--- src/hdl/sle_pkg.sv ---
// ----------------------------------------------------------------------------
// sle_pkg
// shared types and constants of the sorted list engine
// ----------------------------------------------------------------------------
package sle_pkg;

  localparam int unsigned CAPACITY_DEF    = 16;
  localparam int unsigned VALUE_WIDTH_DEF = 32;

  localparam int unsigned OPCODE_W   = 2;
  localparam int unsigned STATUS_W   = 2;
  localparam int unsigned POSITION_W = 4;
  localparam int unsigned COUNT_W    = 5;
  localparam int unsigned RESULT_W   = STATUS_W + 1 + POSITION_W + COUNT_W;
  localparam int unsigned OUT_DATA_W = ((RESULT_W + 7) / 8) * 8;

  typedef enum logic [OPCODE_W-1:0] {
    OP_INSERT = 2'd0,
    OP_REMOVE = 2'd1,
    OP_FIND   = 2'd2,
    OP_CLEAR  = 2'd3
  } sle_opcode_e;

  typedef enum logic [STATUS_W-1:0] {
    ST_OK        = 2'd0,
    ST_FULL      = 2'd1,
    ST_NOT_FOUND = 2'd2
  } sle_status_e;

  // per-cycle update command broadcast to every cell
  typedef struct packed {
    logic ins;
    logic rm;
    logic clr;
  } sle_cmd_t;

endpackage

--- src/hdl/sle_cell.sv ---
// ----------------------------------------------------------------------------
// sle_cell
// one list slot: compares its entry with the key and shifts with neighbors
// ----------------------------------------------------------------------------
module sle_cell #(
  parameter int unsigned KeyW   = 32,
  parameter bit          IsHead = 1'b0
) (
  input  logic             clk_i,
  input  logic             rst_ni,
  input  sle_pkg::sle_cmd_t cmd_i,
  input  logic [KeyW-1:0]  key_i,
  input  logic [KeyW-1:0]  left_entry_i,
  input  logic             left_valid_i,
  input  logic             left_ge_i,
  input  logic [KeyW-1:0]  right_entry_i,
  input  logic             right_valid_i,
  output logic [KeyW-1:0]  entry_o,
  output logic             valid_o,
  output logic             eq_o,
  output logic             ge_o
);
  import sle_pkg::*;

  logic [KeyW-1:0] entry_q, entry_d;
  logic            valid_q, valid_d;
  logic            lt, eq, ge;

  assign lt = valid_q && (entry_q < key_i);
  assign eq = valid_q && (entry_q == key_i);
  // an insert equal to the head entry lands behind it
  assign ge = IsHead ? (!lt && !eq) : !lt;

  always_comb begin
    entry_d = entry_q;
    valid_d = valid_q;
    if (cmd_i.clr) begin
      valid_d = 1'b0;
    end else if (cmd_i.ins && ge) begin
      if (!left_ge_i) begin
        entry_d = key_i;
        valid_d = 1'b1;
      end else begin
        entry_d = left_entry_i;
        valid_d = left_valid_i;
      end
    end else if (cmd_i.rm && !lt) begin
      entry_d = right_entry_i;
      valid_d = right_valid_i;
    end
  end

  always_ff @(posedge clk_i or negedge rst_ni) begin
    if (!rst_ni) begin
      valid_q <= 1'b0;
    end else begin
      valid_q <= valid_d;
    end
  end

  always_ff @(posedge clk_i) begin
    entry_q <= entry_d;
  end

  assign entry_o = entry_q;
  assign valid_o = valid_q;
  assign eq_o    = eq;
  assign ge_o    = ge;

endmodule

--- src/hdl/sle_index_enc.sv ---
// ----------------------------------------------------------------------------
// sle_index_enc
// one-hot to binary index encoder over the cell row
// ----------------------------------------------------------------------------
module sle_index_enc #(
  parameter int unsigned N = 16
) (
  input  logic [N-1:0]         hot_i,
  output logic [$clog2(N)-1:0] idx_o
);
  import sle_pkg::*;

  localparam int unsigned IdxW = $clog2(N);

  always_comb begin
    idx_o = '0;
    for (int i = 0; i < N; i++) begin
      if (hot_i[i]) begin
        idx_o = idx_o | IdxW'(i);
      end
    end
  end

endmodule

--- src/hdl/sorted_list_engine_core.sv ---
// ----------------------------------------------------------------------------
// sorted_list_engine_core
// ascending multiset of signed values held in a row of compare-and-shift cells
// ----------------------------------------------------------------------------
// All cells compare their entry with the value at
// once, and on insert or remove each cell loads from its left or right
// neighbor in the same edge, so a new word is accepted every cycle as long as
// the result register is free or drained. Each word yields one result word.
// Values are kept as offset-binary keys so unsigned compare gives signed order.
module sorted_list_engine_core #(
  parameter int unsigned CAPACITY    = sle_pkg::CAPACITY_DEF,
  parameter int unsigned VALUE_WIDTH = sle_pkg::VALUE_WIDTH_DEF
) (
  input  logic                                        clk_i,
  input  logic                                        rst_ni,
  input  logic                                        s_axis_tvalid_i,
  output logic                                        s_axis_tready_o,
  // opcode, value
  input  logic [((sle_pkg::OPCODE_W+VALUE_WIDTH+7)/8)*8-1:0] s_axis_tdata_i,
  output logic                                        m_axis_tvalid_o,
  input  logic                                        m_axis_tready_i,
  // status, found, position, entry_count
  output logic [sle_pkg::OUT_DATA_W-1:0]              m_axis_tdata_o
);
  import sle_pkg::*;

  localparam int unsigned IdxW = $clog2(CAPACITY);
  localparam int unsigned CntW = $clog2(CAPACITY + 1);

  sle_opcode_e            opcode;
  logic [VALUE_WIDTH-1:0] value;
  logic [VALUE_WIDTH-1:0] key;
  logic                   accept;

  logic [CntW-1:0] occ_q, occ_d;
  logic            full;

  logic [VALUE_WIDTH-1:0] entry [CAPACITY];
  logic [CAPACITY-1:0]    valid, eq, ge;
  logic [CAPACITY-1:0]    ins_hot, eq_hot;
  logic [IdxW-1:0]        ins_idx, eq_idx;
  logic                   found_any;
  sle_cmd_t               cmd;

  logic                   out_valid_q;
  logic [OUT_DATA_W-1:0]  out_data_q;
  sle_status_e            status;
  logic                   found;
  logic [IdxW-1:0]        pos;
  logic [RESULT_W-1:0]    result;

  assign opcode = sle_opcode_e'(s_axis_tdata_i[OPCODE_W-1:0]);
  assign value  = s_axis_tdata_i[OPCODE_W +: VALUE_WIDTH];
  assign key    = {~value[VALUE_WIDTH-1], value[VALUE_WIDTH-2:0]};

  assign s_axis_tready_o = !out_valid_q || m_axis_tready_i;
  assign accept          = s_axis_tvalid_i && s_axis_tready_o;
  assign full            = (occ_q == CntW'(CAPACITY));

  for (genvar i = 0; i < CAPACITY; i++) begin : g_cell
    logic [VALUE_WIDTH-1:0] left_entry, right_entry;
    logic                   left_valid, left_ge, right_valid;

    if (i == 0) begin : g_head
      assign left_entry = '0;
      assign left_valid = 1'b0;
      assign left_ge    = 1'b0;
    end else begin : g_body
      assign left_entry = entry[i-1];
      assign left_valid = valid[i-1];
      assign left_ge    = ge[i-1];
    end

    if (i == CAPACITY - 1) begin : g_tail
      assign right_entry = '0;
      assign right_valid = 1'b0;
    end else begin : g_inner
      assign right_entry = entry[i+1];
      assign right_valid = valid[i+1];
    end

    sle_cell #(
      .KeyW   (VALUE_WIDTH),
      .IsHead (i == 0)
    ) u_cell (
      .clk_i         (clk_i),
      .rst_ni        (rst_ni),
      .cmd_i         (cmd),
      .key_i         (key),
      .left_entry_i  (left_entry),
      .left_valid_i  (left_valid),
      .left_ge_i     (left_ge),
      .right_entry_i (right_entry),
      .right_valid_i (right_valid),
      .entry_o       (entry[i]),
      .valid_o       (valid[i]),
      .eq_o          (eq[i]),
      .ge_o          (ge[i])
    );

    assign ins_hot[i] = ge[i] && !left_ge;
    if (i == 0) begin : g_eq_head
      assign eq_hot[i] = eq[i];
    end else begin : g_eq_body
      assign eq_hot[i] = eq[i] && !eq[i-1];
    end
  end

  sle_index_enc #(.N(CAPACITY)) u_ins_enc (
    .hot_i (ins_hot),
    .idx_o (ins_idx)
  );

  sle_index_enc #(.N(CAPACITY)) u_eq_enc (
    .hot_i (eq_hot),
    .idx_o (eq_idx)
  );

  assign found_any = |eq;

  always_comb begin
    cmd    = '0;
    occ_d  = occ_q;
    status = ST_OK;
    found  = 1'b0;
    pos    = '0;
    unique case (opcode)
      OP_INSERT: begin
        if (full) begin
          status = ST_FULL;
        end else begin
          cmd.ins = accept;
          occ_d   = occ_q + CntW'(1);
          pos     = ins_idx;
        end
      end
      OP_REMOVE: begin
        if (found_any) begin
          cmd.rm = accept;
          occ_d  = occ_q - CntW'(1);
          found  = 1'b1;
          pos    = eq_idx;
        end else begin
          status = ST_NOT_FOUND;
        end
      end
      OP_FIND: begin
        if (found_any) begin
          found = 1'b1;
          pos   = eq_idx;
        end else begin
          status = ST_NOT_FOUND;
        end
      end
      OP_CLEAR: begin
        cmd.clr = accept;
        occ_d   = '0;
      end
      default: begin
        status = ST_OK;
      end
    endcase
  end

  assign result = {COUNT_W'(occ_d), POSITION_W'(pos), found, status};

  always_ff @(posedge clk_i or negedge rst_ni) begin
    if (!rst_ni) begin
      occ_q       <= '0;
      out_valid_q <= 1'b0;
    end else begin
      if (accept) begin
        occ_q       <= occ_d;
        out_valid_q <= 1'b1;
      end else if (m_axis_tready_i) begin
        out_valid_q <= 1'b0;
      end
    end
  end

  always_ff @(posedge clk_i) begin
    if (accept) begin
      out_data_q <= OUT_DATA_W'(result);
    end
  end

  assign m_axis_tvalid_o = out_valid_q;
  assign m_axis_tdata_o  = out_data_q;

endmodule

--- config.mk ---
export PLATFORM = sky130hd
export DESIGN_NAME = sorted_list_engine_core
export DESIGN_NICKNAME = d
export VERILOG_FILES = /design/src/hdl/sle_pkg.sv /design/src/hdl/sle_cell.sv /design/src/hdl/sle_index_enc.sv /design/src/hdl/sorted_list_engine_core.sv
export SDC_FILE = /design/constraint.sdc
export NUM_CORES = 2
export LEC_CHECK = 0
export BUFFER_PORTS_ARGS = -buffer_cell sky130_fd_sc_hd__buf_2
export CORE_MARGIN = 3
export CORE_UTILIZATION = 40
export CTS_BUF_LIST = sky130_fd_sc_hd__clkbuf_4 sky130_fd_sc_hd__clkbuf_8
export CTS_CLUSTER_SIZE = 30
export DETAILED_ROUTE_END_ITERATION = 12
export GPL_TIMING_DRIVEN = 1
export PLACE_DENSITY_LB_ADDON = 0.25
export SETUP_SLACK_MARGIN = 0.15
export SLEW_MARGIN = 20
export SYNTH_ARGS = -nofsm -noshare
export SYNTH_HDL_FRONTEND = slang
export SYNTH_SLANG_ARGS = --single-unit
--- constraint.sdc ---
create_clock -name clk_i -period 5.7 [get_ports clk_i]
set_input_delay 0.57 -clock clk_i [delete_from_list [all_inputs] [get_ports clk_i]]
set_output_delay 0.57 -clock clk_i [all_outputs]
set_load 0.03 [all_outputs]
==> Word-level counts from Yosys, hierarchy flattened <==
Index checks and enable logic that the tools add are counted.
{ "totals": {"input_bits": 44, "memories": 0, "output_inout_bits": 18, "reg_bits": 546, "rom_bits": 0, "word_cells": 415, "latchBits": 0, "ramBits": 0} }
{ "classes": {"shift": 0, "n_addsub": 2, "bitwise_logic": 2, "n_mul": 0, "n_reduce_logical": 182, "n_eq_ne": 20, "n_lt_le_gt_ge": 16, "mux": 157, "div": 0} }
{ "ops": {"columns": ["op", "n"], "rows": [
  ["two-way mux 32 bit", 47],
  ["== test 32 bit", 16],
  ["< comparator 32 bit", 16],
  ["logical AND 1 bit", 96],
  ["two-way mux 1 bit", 74],
  ["two-way mux 4 bit", 18],
  ["nonzero test 3 bit", 16],
  ["nonzero test 2 bit", 17],
  ["logical NOT 1 bit", 33],
  ["AND reduction 2 bit", 16],
  ["two-way mux 3 bit", 8],
  ["OR reduction 16 bit", 1],
  ["case mux 5 bit (3 select lines)", 1],
  ["two-way mux 2 bit", 5],
  ["two-way mux 5 bit", 2],
  ["case mux 4 bit (2 select lines)", 1],
  ["adder 5 x 1 -> 5 bit, second input constant", 1],
  ["== test 5 bit, second input constant", 1],
  ["subtractor 5 x 1 -> 5 bit, second input constant", 1],
  ["== test 2 bit, second input constant", 2],
  ["case mux 2 bit (2 select lines)", 1],
  ["== test 2 x 1 -> 1 bit, second input constant", 1],
  ["logical NOT 2 bit", 1],
  ["NOT 1 bit", 2],
  ["other kinds (2)", 2]
]} }

==> Depth between registers and ports, before layout <==
{ "logic_depth": {"word_depth": 24, "mapped_depth": 14, "depth_no_buf": 10} }

==> By module <==
From an unflattened synthesis, not the netlist that was laid out.
{ "unflattened": {"cells_unflattened": 4380, "hier_area_um2": 44614.0} }
{ "modules_own_cells": {"columns": ["mod", "seq_area_each_um2", "n_inst", "area_per_inst_um2", "cells_per_inst"], "rows": [
  ["sle_cell (g_cell[10].u_cell ...)", 985.9, 15, 2683.8, 262],
  ["sle_cell (g_cell[0].u_cell)", 985.9, 1, 2813.9, 273],
  ["sorted_list_engine_core", 510.5, 1, 1412.6, 155],
  ["sle_index_enc", 0.0, 2, 65.1, 11]
]} }

==> Worst setup path after synthesis <==
Ideal clock, no wire load.
{ "synth_path": {"path_type": "input -> register", "from": "input port s_axis_tdata_i[31] (netlist name)", "to": "register g_cell[0].u_cell.entry_q[0], enable pin", "slack_ns": 0.362, "t_required_ns": 5.268, "arrival_time_ns": 4.906, "path_buffers": 1, "setup_time_ns": 0.432, "stages": 10, "path_cell_list": "clkbuf_1 clkinv_1 ha_1 nand4_1 nor4_2 nand3_1 nand4_1 o41ai_4 or3_1 a21oi_1"} }
{ "synth_between": {"elab_chain_len": 8, "word_cells_on_any_way": 44, "cone_classes": "order compare (1); eq/ne (16); mux (2); reduce/logical (25)"} }
{ "synth_rtl": {"columns": ["item", "line_no", "text"], "rows": [
  ["start: declaration", "sorted_list_engine_core.sv:19", "input logic [((sle_pkg::OPCODE_W+VALUE_WIDTH+7)/8)*8-1:0] s_axis_tdata_i,"],
  ["branches (longest 6 deep; another with < comparator 32 bit)", null, null],
  ["nonzero test 2 bit (no line) *", null, null],
  ["AND reduction 2 bit (no line) *", null, null],
  ["end signal: assignment", "sle_cell.sv:62", "entry_q <= entry_d;"],
  ["end: declaration", "sle_cell.sv:25", "logic [KeyW-1:0] entry_q, entry_d;"]
]} }
Every way passes the cells marked *.
A chain may end at the register's enable or synchronous reset.

==> Final worst setup path <==
{ "layout_path": {"from": "input port s_axis_tdata_i[29] (netlist name)", "to": "register out_data_q[3], in the netlist m_axis_tdata_o[3], data pin"} }
{ "layout_between": {"elab_chain_len": 23, "word_cells_on_any_way": 133, "cone_classes": "order compare (16); eq/ne (16); mux (33); reduce/logical (68)"} }
{ "layout_rtl": {"columns": ["item", "line_no", "text"], "rows": [
  ["< comparator 32 bit / == test 32 bit (equally long branches)", "sle_cell.sv:29, sle_cell.sv:30", null],
  ["logical AND 1 bit, on equally long branches", "sle_cell.sv:29, sle_cell.sv:30", null],
  ["logical NOT 1 bit, on equally long branches", "sle_cell.sv:32, sorted_list_engine_core.sv:105", null],
  ["logical AND 1 bit", "sle_cell.sv:32", "assign ge = IsHead ? (!lt && !eq) : !lt;"],
  ["logical NOT 1 bit", null, null],
  ["logical AND 1 bit", "sorted_list_engine_core.sv:101", "assign ins_hot[i] = ge[i] && !left_ge;"],
  ["two-way mux 1 bit", "sle_index_enc.sv:18", "if (hot_i[i]) begin"],
  ["two-way mux 2 bit (2 in a row)", "sle_index_enc.sv:18", null],
  ["two-way mux 3 bit (4 in a row)", "sle_index_enc.sv:18", null],
  ["two-way mux 4 bit (8 in a row)", "sle_index_enc.sv:18", null],
  ["two-way mux 4 bit", "sorted_list_engine_core.sv:129", "if (full) begin"],
  ["case mux 4 bit (2 select lines) *", "sorted_list_engine_core.sv:127", "unique case (opcode)"],
  ["via pos[0]", "sorted_list_engine_core.sv:49", "logic [IdxW-1:0] pos;"],
  ["end signal: assignment", "sorted_list_engine_core.sv:183", "out_data_q <= OUT_DATA_W'(result);"],
  ["end: declaration", "sorted_list_engine_core.sv:46", "logic [OUT_DATA_W-1:0] out_data_q;"]
]} }
The timed path passes the listed nets; every way through them passes the cells marked *.

==> run metrics <==
CP most frequent cell=nand4_1; Initial DRT Pass Iterations=6; status=finished, final reports clean; die height=318 µm; Die Footprint=101000 µm²; Post-Route Skew=0.0459 ns; WL/cell=20.0 µm; final hold violation count=0; Yosys reg bits=546; worst path required time=6.25 ns; Starting Density=40.7%; area taken by multi-input logic gates=21600 µm²; critical path, cell by cell=buf_2 -> clkinv_1 -> ha_1 -> nand4_1 -> nor4_1 -> nand4_1 -> nand4_1 -> nor4_2 -> buf_4 -> nor3b_1 -> o41ai_1 -> o21ai_1; min Tclk post-route=4.67 ns; Cell Int Power=0.00789 W; mapped cell area=38900 µm²; CTS buffer count=104; crit path kind=in2reg; Clock Pin Slew Worst Setup and Hold Paths=0.06 ns; largest net degree at the start of global routing=65; Hold Crit Class=in2reg; startpoint types=input port; setup violators final=0; area grow syn2layout=11.2%; CTS max path bufs=3; Worst EP arrival=5.22 ns; antenna viol nets, final=0; largest fanout on the critical path=11; share of layout cells above drive strength 1=9.98%; Synth async-reset ratio=4.03%; slack of the critical path=1.03 ns; residual DRC count=0; sw power=0.00385 W; vias in the first global route=29900; initial antenna violation count=12; GRT overflow=0; CORE AREA=95700 µm²; count of yosys warnings during synthesis=0; syn avg cell area=9.54 µm²; CTS Root Cell=clkbuf_8; post-synthesis sequential area ratio=41.8%; Fmax achieved=214 MHz; final worst path period share=81.9%; slowest cell on the critical path=nor4_1; Yosys cell types=80; gp weighted congestion=0.867; Leak=17.4 nW; IO Pins=62; Clk network pwr share=33.2%; Sink Count=546; Seq pwr share=41.7%; Final Core Density=45.2%; Final Power=0.0117 W; CTS tree=done; # nets final=4698; Fin Setup TNS=0 ns; Seq. cell area=16300 µm²; # rows=113; CP max stage delay=0.81 ns; detailed-route via count=30400; max_cap viols=0; Place WS=0.388 ns; Post-synth EDFFs=524; critical path endpoint category=flop; post-CTS resize count=0; vias per cell=5.54; Final Max Tran Viols=0; IO buf count=51; Switching Fraction=32.8%; Die Width=318 µm; total track usage=21.3%; first-pass GRT wire length=172000 µm; Final Routed Wirelength=110000 µm; Cell Count, Final, Fillers Out=5491; Worst-Skew Late Latency=0.73 ns; Placed Instances=5293; DRT iter0 DRCs=1947; Slew HR=26.2%; worst vdd ir=180 µV; FILL cells=9082; ys flop type=edfxtp_1; Worst Tran Pin Value=1.10 ns; combinational power share=25.1%; Mapped Cells=4078; RSZ-0062 raised after global routing=false; HPWL Detailed=87400 µm; pwr/cell area=271 nW/µm²; H-tree lvl count=3
metal layers:
metal / routed length [µm] / vias to the layer above / track usage, %
met3: 5740 / 141 / 3.52
met2: 50600 / 692 / 34.8
met1: 50800 / 14300 / 29.0
met4: 2520 / 0 / 6.49
met5: 0 / - / 0
li1: - / 15300 / -
logic make-up (layout without fill, tap and decap cells):
kind of cell	Yosys count	in the layout	synth area share, %
AO/OA/AOI/OAI	1176	1176	16.9
buffers and inverters	304	443	3.28
adder cells (fa/ha/maj)	519	519	16.7
flip-flops	546	546	41.8
multiplexers	270	270	6.96
other	1	10	0.00963
XOR/XNOR	3	3	0.0675
AND/OR/NAND/NOR	1259	1259	14.3
timing repair:
item                                    in CTS  in global routing
endpoints found under the setup margin       0                  0
hold buffers                                 1                  0
hold endpoints to repair                    22                  0
buffers inserted                             0                  0
registers in the layout (all words and copies together), names as in the netlist:
register,cells
g_cell.u_cell.valid_o,16
occ_q,5
g_cell.u_cell.entry_o,512
m_axis_tvalid_o,1
m_axis_tdata_o,12
cell usage in the layout (no fill, tap or decap), types with 52 or more instances in the layout:
cell type | synthesis | routed
a21oi_1 | 432 | 431
ha_1 | 519 | 519
nand4_1 | 102 | 102
buf_4 | 13 | 106
nor2_1 | 335 | 319
mux2i_1 | 265 | 265
nand2_1 | 605 | 597
clkbuf_8 | 0 | 110
o21ai_0 | 518 | 517
nand3_1 | 52 | 52
edfxtp_1 | 524 | 524
cell type report:
cell class,count,share of cell area (%)
Inverter,75,0.650
Multi-Input combinational cell,3231,50.0
Sequential cell,546,37.6
Clock inverter,30,0.341
Antenna cell,6,0.0347
Tap cell,1265,3.66
Timing Repair Buffer,177,3.33
Clock buffer,161,4.38
through the flow:
step	hold slack, ns	cell area [µm²]
2_1_floorplan	0.274	38900
3_3_place_gp	0.553	41200
3_5_place_dp	0.557	41200
4_1_cts	0.0313	43300
5_1_grt	0.0712	43300
6_report	0.115	43300
cell usage after synthesis (all sizes together) (8+ instances only):
cell type  count  area, µm²
o21ai        549       2750
a221oi         9       78.8
nand2b        26        163
o41ai         10        114
nor2b         37        231
clkinv        31        116
a221o         11        110
a2111oi        8        116
clkbuf       155        584
mux2i        265       2650
a21boi        11       82.6
ha           519       6490
nor2         338       1280
nand3         52        260
o21a           8       60.1
nand2        606       2280
buf           74        409
nor3          13       65.1
a21oi        432       2160
o211ai        17        128
and4          23        201
a21o          39        293
inv           44        165
dfrtp         22        551
edfxtp       524      15700
nor4          24        156
nand4        102        638
a211oi        34        260
worst paths after layout:
| path | startpoint | end | slack (ns) | cells past startpoint |
|---|---|---|---|---|
| min in group asynchronous | rst_ni | occ_q[2] | 0.45 | 2 |
| worst max-delay path | s_axis_tdata_i[29] | m_axis_tdata_o[3] | 1.03 | 12 |
| worst max register to register | g_cell[15].u_cell.entry_o[23] | m_axis_tdata_o[3] | 1.36 | 10 |
| max in group asynchronous | rst_ni | g_cell[2].u_cell.valid_o | 4.77 | 2 |
| worst min-delay path | s_axis_tvalid_i | m_axis_tvalid_o | 0.11 | 2 |
| worst min register to register | g_cell[15].u_cell.entry_o[25] | g_cell[14].u_cell.entry_o[25] | 0.57 | 2 |
power by group through the flow:
stage | logic [W] | registers, W | clock network (W)
final | 0.00294 | 0.00490 | 0.00390
after global placement | 0.00286 | 0.00497 | 0
after CTS | 0.00294 | 0.00490 | 0.00399
after floorplan | 0.00221 | 0.00490 | 0
after global routing | 0.00332 | 0.00493 | 0.00417
after detailed placement | 0.00293 | 0.00498 | 0
critical path: cells and delay by family:
family | cells | cell delay, ns
buffers and inverters | 3 | 0.98
AND/OR/NAND/NOR | 6 | 2.62
AO/OA/AOI/OAI | 2 | 0.49
adder cells (fa/ha/maj) | 1 | 0.52
Power figures use the tool's default switching activity.
